## src/hdl/btda_pkg.sv

```systemverilog
// shared constants, types and controller states of the binary to decimal ascii converter
package btda_pkg;

	localparam int VALUE_WIDTH = 64;
	// decimal digits needed for VALUE_WIDTH bits: floor(w * log10(2)) + 1
	localparam int NUM_DIGITS  = (VALUE_WIDTH * 30103) / 100000 + 1;
	localparam int DIG_IW      = $clog2(NUM_DIGITS);
	localparam int CNT_W       = $clog2(NUM_DIGITS + 1);
	localparam int STEP_W      = $clog2(VALUE_WIDTH);

	localparam logic [5:0] ASCII_ZERO = 6'd48;
	localparam logic [3:0] BCD_ADJ_MIN = 4'd5;
	localparam logic [3:0] BCD_ADJ = 4'd3;

	typedef enum logic [1:0] {
		ST_IDLE,
		ST_CONV,
		ST_EMIT
	} state_t;

	typedef struct packed {
		logic load;
		logic shift;
		logic emit;
	} cmd_t;

	typedef struct packed {
		logic out_free;
		logic emit_last;
	} sts_t;

endpackage

```

## src/hdl/btda_ctrl.sv

```systemverilog
// controller state machine: accept, shift sequencing and digit emission
module btda_ctrl (
	input  logic           clk,
	input  logic           arst_n,
	input  logic           in_valid,
	output logic           in_stall,
	input  btda_pkg::sts_t sts,
	output btda_pkg::cmd_t cmd
);
	import btda_pkg::*;

	state_t            state_q, state_d;
	logic [STEP_W-1:0] step_q, step_d;

	always_ff @(posedge clk or negedge arst_n) begin
		if (!arst_n) begin
			state_q <= ST_IDLE;
			step_q  <= '0;
		end else begin
			state_q <= state_d;
			step_q  <= step_d;
		end
	end

	always_comb begin
		state_d  = state_q;
		step_d   = step_q;
		cmd      = '0;
		in_stall = 1'b1;
		case (state_q)
			ST_IDLE: begin
				in_stall = 1'b0;
				if (in_valid) begin
					cmd.load = 1'b1;
					step_d   = STEP_W'(VALUE_WIDTH - 1);
					state_d  = ST_CONV;
				end
			end
			ST_CONV: begin
				cmd.shift = 1'b1;
				if (step_q == '0) begin
					state_d = ST_EMIT;
				end else begin
					step_d = step_q - 1'b1;
				end
			end
			ST_EMIT: begin
				// one digit per free slot in the output register
				if (sts.out_free) begin
					cmd.emit = 1'b1;
					if (sts.emit_last) begin
						state_d = ST_IDLE;
					end
				end
			end
			default: begin
				state_d = ST_IDLE;
			end
		endcase
	end

endmodule

```

## src/hdl/btda_datapath.sv

```systemverilog
// datapath: serial double-dabble registers, digit count tracking and output register
module btda_datapath (
	input  logic           clk,
	input  logic           arst_n,
	input  logic [63:0]    value,
	input  btda_pkg::cmd_t cmd,
	output btda_pkg::sts_t sts,
	output logic           out_valid,
	input  logic           out_stall,
	output logic [5:0]     digit_char,
	output logic           is_last,
	output logic [4:0]     digit_count
);
	import btda_pkg::*;

	logic [VALUE_WIDTH-1:0]      bin_q;
	logic [NUM_DIGITS-1:0][3:0]  bcd_q;
	logic [NUM_DIGITS-1:0][3:0]  bcd_adj;
	logic [NUM_DIGITS-1:0][3:0]  bcd_next;
	logic [DIG_IW-1:0]           top_q;
	logic [CNT_W-1:0]            ndig_q;
	logic                        grow;
	logic [DIG_IW-1:0]           top_up;
	logic                        out_valid_q;
	logic [5:0]                  char_q;
	logic                        last_q;
	logic [4:0]                  count_q;

	always_comb begin
		for (int i = 0; i < NUM_DIGITS; i++) begin
			bcd_adj[i] = (bcd_q[i] >= BCD_ADJ_MIN) ? bcd_q[i] + BCD_ADJ : bcd_q[i];
		end
	end

	// the top digit never reaches 8, so its msb can be dropped on the shift
	assign bcd_next = {bcd_adj[NUM_DIGITS-1][2:0], bcd_adj[NUM_DIGITS-2:0],
		bin_q[VALUE_WIDTH-1]};

	// the value at most doubles plus one per step, so at most one new digit appears
	assign top_up = top_q + 1'b1;
	assign grow   = (top_q != DIG_IW'(NUM_DIGITS - 1)) && (bcd_next[top_up] != 4'd0);

	assign sts.out_free  = !out_valid_q || !out_stall;
	assign sts.emit_last = (top_q == '0);

	always_ff @(posedge clk) begin
		if (cmd.load) begin
			bin_q  <= value[VALUE_WIDTH-1:0];
			bcd_q  <= '0;
			top_q  <= '0;
			ndig_q <= CNT_W'(1);
		end else if (cmd.shift) begin
			bin_q <= {bin_q[VALUE_WIDTH-2:0], 1'b0};
			bcd_q <= bcd_next;
			if (grow) begin
				top_q  <= top_up;
				ndig_q <= ndig_q + 1'b1;
			end
		end else if (cmd.emit) begin
			top_q <= top_q - 1'b1;
		end
	end

	always_ff @(posedge clk) begin
		if (cmd.emit) begin
			char_q  <= ASCII_ZERO + {2'b00, bcd_q[top_q]};
			last_q  <= sts.emit_last;
			count_q <= sts.emit_last ? 5'(ndig_q) : 5'd0;
		end
	end

	always_ff @(posedge clk or negedge arst_n) begin
		if (!arst_n) begin
			out_valid_q <= 1'b0;
		end else if (cmd.emit) begin
			out_valid_q <= 1'b1;
		end else if (!out_stall) begin
			out_valid_q <= 1'b0;
		end
	end

	assign out_valid   = out_valid_q;
	assign digit_char  = char_q;
	assign is_last     = last_q;
	assign digit_count = count_q;

endmodule

```

## src/hdl/binary_to_decimal_ascii.sv

```systemverilog
// top level of the binary to decimal ascii converter
//
// converts one unsigned binary value into its decimal text, one ascii digit
// per output transaction, most significant digit first, no leading zeros.
// zero gives the single digit '0'. the last digit has is_last set and
// carries digit_count, the number of digits in the run; other digits show 0.
// input channel: in_valid / in_stall with value; in_stall is low only while
// the block is idle, so one value is converted at a time.
// output channel: out_valid / out_stall with digit_char, is_last, digit_count
// from an output register; a stalled digit holds until taken.
// steps: an accept, then VALUE_WIDTH serial double-dabble shifts
// (64 by default, one bit per cycle through the bcd register), then the
// digits, one per cycle when the receiver does not stall. the next value
// is taken while the last digit still waits.
// bits of value above VALUE_WIDTH are ignored.
// reset clears the controller and the output valid flag; nothing else
// needs clearing. receiver stalls only delay the digit emission.
module binary_to_decimal_ascii (
	input  logic        clk,
	input  logic        arst_n,
	input  logic        in_valid,
	output logic        in_stall,
	input  logic [63:0] value,
	output logic        out_valid,
	input  logic        out_stall,
	output logic [5:0]  digit_char,
	output logic        is_last,
	output logic [4:0]  digit_count
);
	import btda_pkg::*;

	cmd_t cmd;
	sts_t sts;

	btda_ctrl u_ctrl (
		.clk      (clk),
		.arst_n   (arst_n),
		.in_valid (in_valid),
		.in_stall (in_stall),
		.sts      (sts),
		.cmd      (cmd)
	);

	btda_datapath u_datapath (
		.clk         (clk),
		.arst_n      (arst_n),
		.value       (value),
		.cmd         (cmd),
		.sts         (sts),
		.out_valid   (out_valid),
		.out_stall   (out_stall),
		.digit_char  (digit_char),
		.is_last     (is_last),
		.digit_count (digit_count)
	);

endmodule
```

## config.mk

```make
export PLATFORM = sky130hd
export DESIGN_NAME = binary_to_decimal_ascii
export DESIGN_NICKNAME = d
export VERILOG_FILES = /design/src/hdl/btda_pkg.sv /design/src/hdl/btda_ctrl.sv /design/src/hdl/btda_datapath.sv /design/src/hdl/binary_to_decimal_ascii.sv
export SDC_FILE = /design/constraint.sdc
export NUM_CORES = 1
export LEC_CHECK = 0
export BUFFER_PORTS_ARGS = -buffer_cell sky130_fd_sc_hd__buf_2
export CAP_MARGIN = 30
export CORE_ASPECT_RATIO = 2
export CORE_MARGIN = 1.5
export CORE_UTILIZATION = 50
export CTS_CLUSTER_SIZE = 30
export DETAILED_ROUTE_END_ITERATION = 6
export MAX_ROUTING_LAYER = met4
export PLACE_DENSITY = 0.68
export SYNTH_ARGS = -nofsm -noshare
export SYNTH_HDL_FRONTEND = slang
export SYNTH_SLANG_ARGS = --single-unit
```

## constraint.sdc

```tcl
create_clock -name clk -period 5.3 [get_ports clk]
set_input_delay 0.795 -clock clk [delete_from_list [all_inputs] [get_ports clk]]
set_output_delay 0.795 -clock clk [all_outputs]
set_load 0.05 [all_outputs]
```

* Yosys cells after proc, flatten, opt, wreduce, memory -nomap -nowiden
Cells that the tools add are included.
Storage, ports and cells: bits in registers 175, output and inout port bits 14
Operators by class: $lt $le $gt $ge 22, reduce and logical (&&, ||, !) cells 15, equal/unequal tests 10, add/sub/neg operators 25, multiplexer cells 45
Operators by type and width (count):
- 2-to-1 mux 64 bit | 2
- 2-to-1 mux 4 bit | 21
- >= comparator 4 x 3 -> 1 bit, second input constant | 20
- adder 4 x 2 -> 4 bit, second input constant | 19
- binary-select mux 4 bit (select 5 bit) | 2
- 2-to-1 mux 5 bit | 3
- less-than comparator 5 x 6 -> 1 bit, second input constant | 2
- 2-to-1 mux 6 bit | 2
- case mux 6 bit (2 select lines) | 1
- adder 5 x 1 -> 5 bit, second input constant | 2
- 2-to-1 mux 1 bit | 8
- 2-to-1 mux 2 bit | 4
- inequality test 2 x 1 -> 1 bit, second input constant | 4
- adder 5 x 5 -> 6 bit, first input constant | 1
- logical NOT 6 bit | 1
- inequality test 2 bit, second input constant | 3
- case mux 2 bit (3 select lines) | 1
- nonzero test 2 bit | 3
- subtractor 6 x 1 -> 6 bit, second input constant | 1
- logical NOT 5 bit | 1
- inequality test 5 bit, second input constant | 1
- subtractor 5 x 1 -> 5 bit, second input constant | 1
- AND reduction 2 bit | 2
- AND reduction 4 bit | 1
- other kinds (10) | 11

* Longest topological paths before layout
Gate-level depths: netlist of run 1.
depth in word-level cells 8, depth in mapped cells 12, depth with buffers taken out 10

* Modules after synthesis
A second synthesis of run 1 with hierarchy kept.
Second synthesis, totals: cell total of the unflattened synthesis 1040, area, all modules 10471.3 µm²
Modules (own cells, without submodules):
- btda_datapath | times used 1, sequential area each 4048.9 µm², cells each 992, area each 9950.8 µm²
- btda_ctrl | times used 1, sequential area each 200.2 µm², cells each 48, area each 520.5 µm²

* Worst setup path before layout of run 1
Ideal clock, no wire load.
path kind input-to-reg, from input port in_valid, to register u_datapath.bcd_q[67] (netlist name), slack 2383 ps, setup time 117 ps, stages 5, data arrival time 2799 ps, cell sequence and2_1 -> nor2_1 -> inv_1 -> o31ai_1 -> a32o_1
Between the ends: cells in the longest elaborated chain, start to end 2
RTL lines:
- from (decl) | RTL line binary_to_decimal_ascii.sv:21 | input logic in_valid,
- 2-to-1 mux 1 bit | RTL line btda_ctrl.sv:33 | if (in_valid) begin
- 2-to-1 mux 1 bit | RTL line btda_ctrl.sv:30 | case (state_q)
- to (signal assigned) | RTL line btda_datapath.sv:54 | bcd_q <= bcd_next;
- to (decl) | RTL line btda_datapath.sv:17 | logic [NUM_DIGITS-1:0][3:0] bcd_q;
Every way passes these cells. A chain may end at the register's enable or synchronous reset.

* Worst setup path after layout of run 1
from register u_datapath.top_q[0], to register u_datapath.top_q[2]
Between the ends: cells in the longest elaborated chain, start to end 7, elaborated cells between the ends (all ways) 12
RTL lines:
- from (decl) | RTL line btda_datapath.sv:20 | logic [DIG_IW-1:0] top_q;
- from (signal assigned) | RTL line btda_datapath.sv:56 | top_q <= top_up;
- from (signal assigned) | RTL line btda_datapath.sv:60 | top_q <= top_q - 1'b1;
- adder 5 x 1 -> 5 bit | RTL line btda_datapath.sv:40 | assign top_up = top_q + 1'b1;
- binary-select mux 4 bit (select 5 bit) | RTL line btda_datapath.sv:41 | assign grow = (top_q != DIG_IW'(NUM_DIGITS - 1)) && (bcd_next[top_up] != 4'd0);
- 2-to-1 mux 4 bit (implied by the code) | RTL line btda_datapath.sv:41
- nonzero test 4 bit | RTL line btda_datapath.sv:41
- logical AND 1 bit | RTL line btda_datapath.sv:41
- inequality test 2 x 1 -> 1 bit (no source line)
- AND reduction 2 bit (no source line)
Parallel ways exist; a longest one is shown, timed or not. The select of a mux whose other input is x is not followed.

==> PnR_summary.wiki, run 1 <==
{| class="wikitable"
! Metric !! Value
|-
| Fraction of layout instances using a drive strength above 1 || 0.147
|-
| Count of endpoints failing hold in the final timing report || 0
|-
| Cell with the most instances after synthesis || sky130_fd_sc_hd__nand2_1
|-
| Total die area || 21,000 um2
|-
| Buf+Inv Stages, Crit Path || 1
|-
| Relative slew margins || 0.459
|-
| Register-to-register setup slack || roughly 2.1 ns
|-
| Starting utilization of the core area || 0.507
|-
| Post-synth ARST share || 0.0520
|-
| Number of buffers on the longest clock path || 2
|-
| Count of input and output buffers || between 70 and 80
|-
| Depth of the most critical reg-to-reg path || 9
|-
| Period Utilization, post-route || 0.599
|-
| Crit. Startpoint || u_datapath.top_q[0]$_SDFFE_PP0P_
|-
| Number of enable-type register cells in the synthesized netlist || 74
|-
| Power density over the cells || ~670 nW/um2
|-
| Total Routing Usage GR || 0.243
|-
| Post-CTS setup-driven buffer insertion count || 0
|-
| Leakage Power || 4.68 nW
|-
| Critical path data arrival time || 3.46 ns
|-
| Average wire per standard cell || roughly 16 um
|-
| Worst path depth || 9
|-
| Reg-to-Reg Start || u_datapath.top_q[0]$_SDFFE_PP0P_
|-
| Number of fill cells || approximately 1,800
|-
| Drt via density || 5.65
|-
| Worst Path Max Fanout || 41
|-
| Cts repair resizes || 0
|-
| Global routing's busiest layer || met2
|-
| Sort of element at the start of the critical path || flip-flop
|-
| Area delta synth->final || 11.7%
|-
| Cell taking the most area after synthesis || sky130_fd_sc_hd__edfxtp_1
|-
| Pin slew with the least headroom to its limit || 0.810 ns
|-
| Sequential cell area fraction in the yosys report || 0.423
|-
| Highest clock frequency the design can meet || 0.315 GHz
|-
| Largest net degree at the start of global routing || 84
|-
| Violation count after the first detailed-routing iteration || about 350
|-
| Synth Warn # || 0
|-
| Critical path type || flip-flop to flip-flop
|-
| Root buf cell || sky130_fd_sc_hd__clkbuf_16
|-
| Detailed-placement wirelength estimate || 17,000 um
|-
| Area of placed instances || 10,600 um2
|-
| Share of the synthesized area in the top cell type || 0.221
|-
| Post-layout min period || around 3.2 ns
|-
| Clock sinks || 173
|-
| Count of antenna diodes in the layout || 0
|-
| Cell Chain, Critical Path || buf_4 -> ha_1 -> nand3_1 -> xnor2_1 -> a311oi_1 -> nand2_1 -> o41ai_2 -> o211ai_1 -> mux2i_1
|-
| Latest clock arrival within the worst-skew pair || 0.44 ns
|-
| Max-capacitance violation count || 0
|-
| Distinct cell type count of the synthesized netlist || 67
|-
| GR Layer Usage met1 || 0.255
|-
| Finished layout cell area || 11,200 um2
|-
| Remaining DRCs || 0
|-
| Unrepaired setup endpoints after global routing || no
|-
| Mean instance size in the synthesized netlist || ~9 um2
|-
| Outcome || finished, final reports clean
|-
| Synthesized cell area || 10,100 um2
|-
| Number of buffers added by the clock tree synthesis step || 17
|-
| CP max-delay cell || sky130_fd_sc_hd__o41ai_2
|-
| Antenna viol nets, final || 0
|-
| Total I/O pin count || 82
|-
| M2 GR Usage || 0.427
|-
| First-pass GRT wire length || 38,400 um
|-
| Crit end category || flip-flop
|-
| Capturing element of the worst setup path || u_datapath.top_q[2]$_SDFFE_PP0P_
|-
| Met3 Resource Use GR || 0.0350
|-
| Required time at the endpoint of the critical path || 5.59 ns
|-
| Detailed Route WL || about 23,000 um
|-
| Stage delay of the slowest cell on the critical path || roughly 0.65 ns
|-
| Total number of vias || just over 8,000
|-
| Count of final setup violators || 0
|-
| Commonest cells post-synth || 277 x sky130_fd_sc_hd__nand2_1, 109 x sky130_fd_sc_hd__o21ai_0, 90 x sky130_fd_sc_hd__dfxtp_1
|-
| Gate Count Post-Synth || between 1,000 and 1,500
|-
| Overflow after GRT || 0
|-
| Detailed Routing Iterations Pass 1 || 5
|-
| Worst clock skew on the final layout || 0.00596 ns
|-
| Vias in the first global route || 7,995
|-
| Die boundary height || 204 um
|-
| Final GP Congestion || 0.931
|-
| Number of hold buffers added after CTS || 0
|-
| Clock input transition at the sequential cells of the worst setup and hold paths || 0.06 ns
|-
| Endpoint of the worst-slack reg-to-reg timing path || u_datapath.top_q[2]$_SDFFE_PP0P_
|-
| Floorplan core area || 19,800 um2
|-
| Peak ir drop on the vdd network || approximately 300 uV
|-
| TritonCTS clock tree || done
|-
| Kind of cell adding the most delay to the critical path || compound AO/OA/AOI/OAI gates
|-
| Die boundary width || 103 um
|-
| Most used flip-flop cell after synthesis || sky130_fd_sc_hd__dfxtp_1
|-
| Number of flip-flops and latches in the synthesized netlist || roughly 170
|-
| Number of antenna violations at the first check in global routing || 0
|-
| Number of nets at the end of the flow || ~1,300
|-
| Worst min path class || input port to async pin
|-
| Standard-cell rows || 73
|-
| Number of levels in the clock H-tree || 4
|-
| Cells taking the most area after synthesis || sky130_fd_sc_hd__edfxtp_1 22%, sky130_fd_sc_hd__dfxtp_1 18%, sky130_fd_sc_hd__nand2_1 10%
|-
| Max-slew violation count || 0
|-
| Sum Neg Setup Slack || 0 ns
|}
==> how the worst min path moves through the flow <==
| stage | from | end | cells past startpoint |
|---|---|---|---|
| after floorplan | u_datapath.ndig_q[4]$_SDFFE_PP0P_ | u_datapath.ndig_q[4]$_SDFFE_PP0P_ | 1 |
| after global placement | u_datapath.ndig_q[4]$_SDFFE_PP0P_ | u_datapath.ndig_q[4]$_SDFFE_PP0P_ | 1 |
| after detailed placement | u_datapath.ndig_q[4]$_SDFFE_PP0P_ | u_datapath.ndig_q[4]$_SDFFE_PP0P_ | 1 |
| after CTS | arst_n | u_datapath.out_valid$_DFFE_PN0P_ | 1 |
| after global routing | arst_n | u_ctrl.state_q[0]$_DFFE_PN0P_ | 1 |
| final | arst_n | u_ctrl.step_q[1]$_DFFE_PN0P_ | 1 |
==> placed cells by master (no fill, tap or decap), types with 25 or more instances in the layout <==
master	count
sky130_fd_sc_hd__a21oi_1	62
sky130_fd_sc_hd__buf_2	79
sky130_fd_sc_hd__dfxtp_1	89
sky130_fd_sc_hd__edfxtp_1	74
sky130_fd_sc_hd__ha_1	45
sky130_fd_sc_hd__inv_1	47
sky130_fd_sc_hd__mux2i_1	31
sky130_fd_sc_hd__nand2_1	276
sky130_fd_sc_hd__nand3_1	66
sky130_fd_sc_hd__nor2_1	32
sky130_fd_sc_hd__nor3b_1	25
sky130_fd_sc_hd__o21ai_0	109
==> routing by layer <==
| metal | share of wire | wire, um |
|---|---|---|
| met1 | 0.37 | 8700 |
| met2 | 0.55 | 12800 |
| met5 | 0 | 0 |
| met4 | 0.050 | 1170 |
| met3 | 0.030 | 699 |
==> sequential cells by signal, indices dropped and copies added (netlist names) <==
name / cells
u_datapath.bcd_q: 80
u_datapath.bin_q: 64
u_ctrl.step_q: 6
u_datapath.digit_count: 5
u_datapath.ndig_q: 5
u_datapath.top_q: 5
u_datapath.digit_char: 4
u_ctrl.state_q: 2
u_datapath.is_last: 1
u_datapath.out_valid: 1
==> metrics by stage <==
step | total power (W) | cells | hold slack, ns | utilization | setup slack (ns)
floorplan | 0.00530 | 1133 | 0.425 | - | 2.38
global placement | 0.00607 | 1423 | 0.447 | 0.534 | 2.11
detailed placement | 0.00619 | 1425 | 0.456 | 0.536 | 2.12
CTS | 0.00752 | 1457 | 0.193 | 0.567 | 2.12
global route | 0.00807 | 1457 | 0.213 | 0.567 | 1.86
finish | 0.00750 | 1457 | 0.196 | 0.567 | 2.12
==> worst reg2reg max path, delay by kind of cell (launching register included) <==
| kind | cells | cell delay (ns) |
|---|---|---|
| AOI/OAI and AO/OA | 3 | 1.07 |
| DFF | 1 | 0.33 |
| muxes | 1 | 0.14 |
| and+or+nand+nor | 2 | 0.31 |
| buffers and inverters | 1 | 0.50 |
| adders and majority gates | 1 | 0.44 |
| xor gates and xnor gates | 1 | 0.23 |
==> where the power goes <==
group	internal (W)	switching [W]
Combinational	0.00157	0.00197
Sequential	0.00202	0.000619
Clock	0.000787	0.000526
==> logic make-up after synthesis <==
group                    Yosys count  share of synthesized area
AO/OA/AOI/OAI                    233                      0.139
XOR/XNOR                          31                     0.0285
adder cells (fa/ha/maj)           45                     0.0560
buffers and inverters            108                     0.0464
flip-flops                       173                      0.423
multiplexers                      65                     0.0917
other                              1                   0.000373
AND/OR/NAND/NOR                  476                      0.215
==> layout make-up <==
| type | instances | area (um2) | share of cell area |
|---|---|---|---|
| Clock buffer | 21 | 440 | 0.0392 |
| Clock inverter | 11 | 168 | 0.0149 |
| Inverter | 49 | 184 | 0.0164 |
| Multi-Input combinational cell | 852 | 5360 | 0.477 |
| Sequential cell | 173 | 4250 | 0.378 |
| Tap cell | 262 | 328 | 0.0292 |
| Timing Repair Buffer | 89 | 498 | 0.0443 |
Power figures use the tool's default switching activity.
==> inputs of run 2 (changes only) <==
Clock period 5.3 ns to 3.24 ns, I/O delays scaled along.
==> PnR_summary.wiki, run 2 (same netlist as run 1, synthesis figures left out) <==
{| class="wikitable"
! Metric !! Value
|-
| Commonest non-fill, non-tap cells in the layout || 276 x sky130_fd_sc_hd__nand2_1, 109 x sky130_fd_sc_hd__o21ai_0, 89 x sky130_fd_sc_hd__dfxtp_1 (unchanged)
|-
| Detailed Route WL || 23,500 um (was 23,400 um)
|-
| Latest clock arrival within the worst-skew pair || 0.45 ns (was 0.44 ns)
|-
| Post-CTS setup-driven buffer insertion count || 0 (unchanged)
|-
| Reg with most FFs || u_datapath.bcd_q (unchanged)
|-
| Depth of the most critical reg-to-reg path || 9 (unchanged)
|-
| Most common cell after layout, fill and taps aside || sky130_fd_sc_hd__nand2_1 (unchanged)
|-
| Floorplan core area || 19,800 um2 (unchanged)
|-
| Critical path type || flip-flop to flip-flop (unchanged)
|-
| Placed cell count || 1,433 (was 1,425)
|-
| Count of endpoints failing hold in the final timing report || 0 (unchanged)
|-
| Final worst slack || 0.363 ns (was 2.12 ns)
|-
| Starting utilization of the core area || 0.507 (unchanged)
|-
| Peak ir drop on the vdd network || 551 uV (was 292 uV)
|-
| Post-layout min period || 2.88 ns (was 3.18 ns)
|-
| Relative slew margins || 0.483 (was 0.459)
|-
| Crit end category || flip-flop (unchanged)
|-
| Unrepaired setup endpoints after global routing || no (unchanged)
|-
| Hold WS || 0.275 ns (was 0.196 ns)
|-
| Root buf cell || sky130_fd_sc_hd__clkbuf_16 (unchanged)
|-
| Number of buffers on the longest clock path || 2 (unchanged)
|-
| Highest clock frequency the design can meet || 0.348 GHz (was 0.315 GHz)
|-
| Number of hold buffers added after CTS || 1 (was 0)
|-
| Register-to-register setup slack || 0.36 ns (was 2.12 ns)
|-
| Max-slew violation count || 0 (unchanged)
|-
| Sequential cell area || 4250 um2 (unchanged)
|-
| Dpl ws || 0.425 ns (was 2.12 ns)
|-
| Total number of vias || 8,302 (was 8,226)
|-
| Detailed Routing Iterations Pass 1 || 6 (was 5)
|-
| Crit. Startpoint || u_datapath.top_q[1]$_SDFFE_PP0P_ (was u_datapath.top_q[0]$_SDFFE_PP0P_)
|-
| Number of standard cells in the final layout excluding fillers || 1,467 (was 1,457)
|-
| Net Sw Frac || 0.422 (was 0.415)
|-
| Average wire per standard cell || 16.0 um (about the same)
|-
| Fin util || 0.568 (was 0.567)
|-
| Total I/O pin count || 82 (unchanged)
|-
| Number of flip-flops under the largest register name || 80 (unchanged)
|-
| Clock input transition at the sequential cells of the worst setup and hold paths || 0.06 ns (about the same)
|-
| Switching Power || 0.00513 W (was 0.00311 W)
|-
| Cts repair resizes || 0 (unchanged)
|-
| CP max-delay cell || sky130_fd_sc_hd__o41ai_2 (unchanged)
|-
| Number of levels in the clock H-tree || 4 (unchanged)
|-
| Die boundary height || 204 um (unchanged)
|-
| Pin slew with the least headroom to its limit || 0.774 ns (was 0.810 ns)
|-
| Antenna viol nets, final || 0 (unchanged)
|-
| Cell Chain, Critical Path || buf_4 -> ha_1 -> xnor2_2 -> nor4b_1 -> a311oi_1 -> nand2_1 -> o41ai_2 -> o21ai_2 -> mux2i_1 (was buf_4 -> ha_1 -> nand3_1 -> xnor2_1 -> a311oi_1 -> nand2_1 -> o41ai_2 -> o211ai_1 -> mux2i_1)
|-
| Power density over the cells || 1080 nW/um2 (was 668 nW/um2)
|-
| Die boundary width || 103 um (unchanged)
|-
| Outcome || finished, final reports clean (unchanged)
|-
| Number of nets at the end of the flow || 1,304 (was 1,295)
|-
| Standard-cell rows || 73 (unchanged)
|-
| Overflow after GRT || 0 (unchanged)
|-
| Area delta synth->final || 11.9% (was 11.7%)
|-
| Multi-input logic area || 5360 um2 (about the same)
|-
| Fraction of layout instances using a drive strength above 1 || 0.155 (was 0.147)
|-
| Worst clock skew on the final layout || 0.00694 ns (was 0.00596 ns)
|-
| TritonCTS clock tree || done (unchanged)
|-
| Number of buffers added by the clock tree synthesis step || 17 (unchanged)
|-
| Violation count after the first detailed-routing iteration || 372 (was 345)
|-
| Final GP Congestion || 0.903 (was 0.931)
|-
| Sort of element at the start of the critical path || flip-flop (unchanged)
|-
| Critical path data arrival time || 3.17 ns (was 3.46 ns)
|-
| Comb pwr share || 0.487 (was 0.472)
|-
| Total die area || 21,000 um2 (unchanged)
|-
| Number of antenna violations at the first check in global routing || 0 (unchanged)
|-
| Largest net degree at the start of global routing || 92 (was 84)
|-
| Clock Power Share || 0.161 (was 0.175)
|-
| Stage delay of the slowest cell on the critical path || 0.65 ns (about the same)
|-
| Leakage Power || 4.72 nW (was 4.68 nW)
|-
| Required time at the endpoint of the critical path || 3.54 ns (was 5.59 ns)
|-
| Total Routing Usage GR || 0.244 (was 0.243)
|-
| Period Utilization, post-route || 0.888 (was 0.599)
|-
| Count of final setup violators || 0 (unchanged)
|-
| Drt via density || 5.66 (was 5.65)
|-
| Part of the power in registers || 0.352 (was 0.353)
|-
| Largest registers || u_datapath.bcd_q (80), u_datapath.bin_q (64), u_ctrl.step_q (6) (unchanged)
|-
| Clock sinks || 173 (unchanged)
|-
| Sum Neg Setup Slack || 0 ns (unchanged)
|-
| Cell Int Power || 0.00702 W (was 0.00438 W)
|-
| First-pass GRT wire length || 38,400 um (about the same)
|-
| Vias in the first global route || 8,111 (was 7,995)
|-
| Max-capacitance violation count || 0 (unchanged)
|-
| Reg-to-Reg Start || u_datapath.top_q[1]$_SDFFE_PP0P_ (was u_datapath.top_q[0]$_SDFFE_PP0P_)
|-
| Remaining DRCs || 0 (unchanged)
|-
| Worst Path Max Fanout || 7 (was 41)
|-
| Endpoint of the worst-slack reg-to-reg timing path || u_datapath.top_q[0]$_SDFFE_PP0P_ (was u_datapath.top_q[2]$_SDFFE_PP0P_)
|-
| Worst min path class || input port to flip-flop (was input port to async pin)
|-
| Capturing element of the worst setup path || u_datapath.top_q[0]$_SDFFE_PP0P_ (was u_datapath.top_q[2]$_SDFFE_PP0P_)
|-
| Number of fill cells || 1,846 (was 1,826)
|-
| Detailed-placement wirelength estimate || 16,900 um (was 17,000 um)
|-
| Count of input and output buffers || 79 (unchanged)
|}
==> run 2: cell types whose count changed in the layout (fill, tap and decap cells not counted), moves of 2 or more <==
cell,change
sky130_fd_sc_hd__clkinv_4,+2
sky130_fd_sc_hd__clkbuf_8,+2
sky130_fd_sc_hd__buf_4,+8
sky130_fd_sc_hd__clkinv_2,+2
sky130_fd_sc_hd__bufinv_16,-4
sky130_fd_sc_hd__inv_6,+2
sky130_fd_sc_hd__clkbuf_1,-4
sky130_fd_sc_hd__buf_12,+2
sky130_fd_sc_hd__clkinvlp_4,-3
sky130_fd_sc_hd__inv_4,+2
==> run 2: worst min-delay path by stage <==
stage               from                          endpoint  slack (ns)  cells past startpoint
2_1_floorplan     arst_n     u_ctrl.state_q[0]$_DFFE_PN0P_        0.19                      0
3_3_place_gp      arst_n  u_datapath.out_valid$_DFFE_PN0P_        0.35                      1
3_5_place_dp      arst_n     u_ctrl.state_q[1]$_DFFE_PN0P_        0.36                      1
4_1_cts        out_stall  u_datapath.out_valid$_DFFE_PN0P_        0.26                      3
5_1_grt        value[34]    u_datapath.bin_q[34]$_DFFE_PP_        0.29                      3
6_report       out_stall  u_datapath.out_valid$_DFFE_PN0P_        0.27                      3
==> run 2: power by group through the flow <==
| stage | Clock (W) | Sequential (W) | Combinational, W |
|---|---|---|---|
| detailed placement | 0 | 0.00431 | 0.00592 |
| global route | 0.00209 | 0.00441 | 0.00662 |
| floorplan | 0 | 0.00394 | 0.00472 |
| finish | 0.00196 | 0.00428 | 0.00591 |
| CTS | 0.00201 | 0.00426 | 0.00594 |
| global placement | 0 | 0.00427 | 0.00577 |
==> run 2: cell type report <==
cell class	count	share of cell area
flip-flops and latches	173	0.378
well taps	262	0.0291
diodes	1	0.000222
clock inverters	12	0.00734
multi-input cells	852	0.476
inverters	49	0.0163
repair buffers	98	0.0503
clock buffers	20	0.0425
==> run 2: critical path, delay by kind of cell, from the launching register on <==
family / cells / cell delay [ns]
AOI/OAI and AO/OA: 3 / 1.07
xor gates and xnor gates: 1 / 0.44
DFF: 1 / 0.33
adders and majority gates: 1 / 0.32
and+or+nand+nor: 2 / 0.25
buffers and inverters: 1 / 0.17
muxes: 1 / 0.15
==> run 2: routing by layer <==
metal / GRT usage / vias to the layer above / wire (um)
li1: - / 4092 / -
met1: 0.244 / 3928 / 8650
met2: 0.428 / 201 / 12800
met3: 0.0497 / 81 / 793
met4: 0.138 / 0 / 1270
met5: - / - / 0
==> run 2: per-stage QoR <==
| step | power (W) | area (um2) |
|---|---|---|
| 5_1_grt | 0.0131 | 11200 |
| 4_1_cts | 0.0122 | 11200 |
| 3_5_place_dp | 0.0102 | 10700 |
| 6_report | 0.0122 | 11200 |
| 3_3_place_gp | 0.0100 | 10700 |
| 2_1_floorplan | 0.00866 | 10100 |
==> inputs of run 3 (changes only) <==
Settings changed: CORE_UTILIZATION 50 to 61, PLACE_DENSITY 0.68 to 0.81.
==> PnR_summary.wiki, run 3 (same netlist as run 1, synthesis figures left out) <==
{| class="wikitable"
! Metric !! Value
|-
| Sort of element at the start of the critical path || flip-flop (unchanged)
|-
| Count of final setup violators || 0 (unchanged)
|-
| Relative slew margins || 0.455 (was 0.483)
|-
| Standard-cell rows || 66 (was 73)
|-
| Largest net degree at the start of global routing || 118 (was 92)
|-
| Max-capacitance violation count || 0 (unchanged)
|-
| Highest clock frequency the design can meet || 0.351 GHz (was 0.348 GHz)
|-
| Final GP Congestion || 0.931 (was 0.903)
|-
| Crit end category || flip-flop (unchanged)
|-
| Overflow after GRT || 0 (unchanged)
|-
| Average wire per standard cell || 17.0 um (was 16.0 um)
|-
| Violation count after the first detailed-routing iteration || 468 (was 372)
|-
| Number of fill cells || 1,336 (was 1,846)
|-
| Critical path data arrival time || 3.15 ns (was 3.17 ns)
|-
| Remaining DRCs || 0 (unchanged)
|-
| Worst min path class || input port to flip-flop (unchanged)
|-
| Multi-input logic area || 5360 um2 (unchanged)
|-
| Leakage Power || 4.74 nW (was 4.72 nW)
|-
| Net Sw Frac || 0.420 (was 0.422)
|-
| Count of input and output buffers || 79 (unchanged)
|-
| Unrepaired setup endpoints after global routing || no (unchanged)
|-
| Required time at the endpoint of the critical path || 3.54 ns (about the same)
|-
| Total number of vias || 8,535 (was 8,302)
|-
| Final worst slack || 0.393 ns (was 0.363 ns)
|-
| Power density over the cells || 1110 nW/um2 (was 1080 nW/um2)
|-
| Die boundary width || 93.8 um (was 103 um)
|-
| Number of antenna violations at the first check in global routing || 1 (was 0)
|-
| Number of buffers on the longest clock path || 2 (unchanged)
|-
| Total I/O pin count || 82 (unchanged)
|-
| Reg with most FFs || u_datapath.bcd_q (unchanged)
|-
| Dpl ws || 0.442 ns (was 0.425 ns)
|-
| Peak ir drop on the vdd network || 624 uV (was 551 uV)
|-
| Period Utilization, post-route || 0.879 (was 0.888)
|-
| Worst Path Max Fanout || 11 (was 7)
|-
| Antenna viol nets, final || 0 (unchanged)
|-
| Latest clock arrival within the worst-skew pair || 0.44 ns (was 0.45 ns)
|-
| Die boundary height || 185 um (was 204 um)
|-
| Number of nets at the end of the flow || 1,305 (was 1,304)
|-
| Post-layout min period || 2.85 ns (was 2.88 ns)
|-
| Starting utilization of the core area || 0.621 (was 0.507)
|-
| TritonCTS clock tree || done (unchanged)
|-
| First-pass GRT wire length || 39,300 um (was 38,400 um)
|-
| Max-slew violation count || 0 (unchanged)
|-
| Sequential cell area || 4250 um2 (unchanged)
|-
| Area delta synth->final || 11.8% (was 11.9%)
|-
| Commonest non-fill, non-tap cells in the layout || 276 x sky130_fd_sc_hd__nand2_1, 109 x sky130_fd_sc_hd__o21ai_0, 89 x sky130_fd_sc_hd__dfxtp_1 (unchanged)
|-
| Part of the power in registers || 0.342 (was 0.352)
|-
| Number of levels in the clock H-tree || 4 (unchanged)
|-
| Total die area || 17,300 um2 (was 21,000 um2)
|-
| Clock Power Share || 0.179 (was 0.161)
|-
| Root buf cell || sky130_fd_sc_hd__clkbuf_16 (unchanged)
|-
| Comb pwr share || 0.480 (was 0.487)
|-
| Detailed Route WL || 24,000 um (was 23,500 um)
|-
| Fraction of layout instances using a drive strength above 1 || 0.156 (was 0.155)
|-
| Largest registers || u_datapath.bcd_q (80), u_datapath.bin_q (64), u_ctrl.step_q (6) (unchanged)
|-
| Sum Neg Setup Slack || 0 ns (unchanged)
|-
| Count of endpoints failing hold in the final timing report || 0 (unchanged)
|-
| Clock sinks || 173 (unchanged)
|-
| Total Routing Usage GR || 0.299 (was 0.244)
|-
| Worst clock skew on the final layout || 0.0109 ns (was 0.00694 ns)
|-
| Drt via density || 6.05 (was 5.66)
|-
| Outcome || finished, final reports clean (unchanged)
|-
| Number of flip-flops under the largest register name || 80 (unchanged)
|-
| Detailed Routing Iterations Pass 1 || 5 (was 6)
|-
| Detailed-placement wirelength estimate || 16,800 um (was 16,900 um)
|-
| Number of buffers added by the clock tree synthesis step || 17 (unchanged)
|-
| Most common cell after layout, fill and taps aside || sky130_fd_sc_hd__nand2_1 (unchanged)
|-
| Pin slew with the least headroom to its limit || 0.818 ns (was 0.774 ns)
|-
| Clock input transition at the sequential cells of the worst setup and hold paths || 0.07 ns (was 0.06 ns)
|-
| Vias in the first global route || 8,603 (was 8,111)
|-
| Floorplan core area || 16,200 um2 (was 19,800 um2)
|-
| Critical path type || flip-flop to flip-flop (unchanged)
|-
| Switching Power || 0.00525 W (was 0.00513 W)
|-
| Cell Int Power || 0.00726 W (was 0.00702 W)
|}
## run 3: changes by cell type in the layout (fill, tap and decap cells not counted), sizes merged
cell      delta
buf          +1
clkinvlp     +1
bufinv       +4
clkinv       -2
inv          -1
clkbuf       -2
## run 3: critical path, stage by stage (launching register included)
cell	delay [ns]
sky130_fd_sc_hd__dfxtp_2	0.47
sky130_fd_sc_hd__clkinv_1	0.14
sky130_fd_sc_hd__ha_1	0.38
sky130_fd_sc_hd__buf_4	0.23
sky130_fd_sc_hd__a21oi_1	0.06
sky130_fd_sc_hd__a32oi_1	0.17
sky130_fd_sc_hd__a2111oi_1	0.08
sky130_fd_sc_hd__a31oi_2	0.18
sky130_fd_sc_hd__o221ai_2	0.13
sky130_fd_sc_hd__a211oi_4	0.53
sky130_fd_sc_hd__o21ai_2	0.18
sky130_fd_sc_hd__mux2i_1	0.15
## run 3: path summary, 6_finish.rpt
kind	to	cells past startpoint	from	slack (ns)
worst max register to register	u_datapath.top_q[0]$_SDFFE_PP0P_	11	u_datapath.top_q[0]$_SDFFE_PP0P_	0.39
worst min register to register	u_datapath.ndig_q[4]$_SDFFE_PP0P_	1	u_datapath.ndig_q[4]$_SDFFE_PP0P_	0.47
max in group asynchronous	u_ctrl.step_q[2]$_DFFE_PN0P_	2	arst_n	2.60
worst max-delay path	u_datapath.top_q[0]$_SDFFE_PP0P_	11	u_datapath.top_q[0]$_SDFFE_PP0P_	0.39
worst min-delay path	u_datapath.out_valid$_DFFE_PN0P_	3	out_stall	0.29
min in group asynchronous	u_ctrl.step_q[5]$_DFFE_PN0P_	2	arst_n	0.45
## run 3: power groups by stage
stage               Clock (W)  Combinational (W)  Sequential, W
finish                0.00223            0.00600        0.00427
global route          0.00233            0.00667        0.00439
global placement            0            0.00571        0.00424
floorplan                   0            0.00472        0.00394
detailed placement          0            0.00592        0.00428
CTS                   0.00225            0.00597        0.00424
## run 3: repair_timing
item / in CTS / in global routing
hold endpoints to repair: 9 / 0
hold buffers: 1 / 0
gates resized for setup: 0 / 0
setup buffers: 0 / 0
## run 3: layer usage
layer / GRT usage / vias up / wire [um]
li1: - / 4103 / -
met1: 0.291 / 4038 / 8430
met2: 0.528 / 280 / 13000
met3: 0.0479 / 114 / 957
met4: 0.210 / 0 / 1640
met5: - / - / 0
## run 3: area by class of cell
cell class,count,share of cell area
sequential,173,0.378
clock buffer,18,0.0382
inverter,49,0.0164
timing repair buffer,99,0.0498
antenna,1,0.000223
clock inverter,14,0.0182
multi-input combinational,852,0.477
tap,204,0.0227
## run 3: through the flow
stage,hold slack [ns],power [W],area [um2],util,instances
6_report,0.285,0.0125,11200,0.695,1410
3_3_place_gp,0.352,0.00995,10600,0.655,1376
2_1_floorplan,0.190,0.00866,10100,-,1133
4_1_cts,0.283,0.0125,11200,0.695,1409
3_5_place_dp,0.352,0.0102,10600,0.655,1376
5_1_grt,0.305,0.0134,11200,0.695,1410
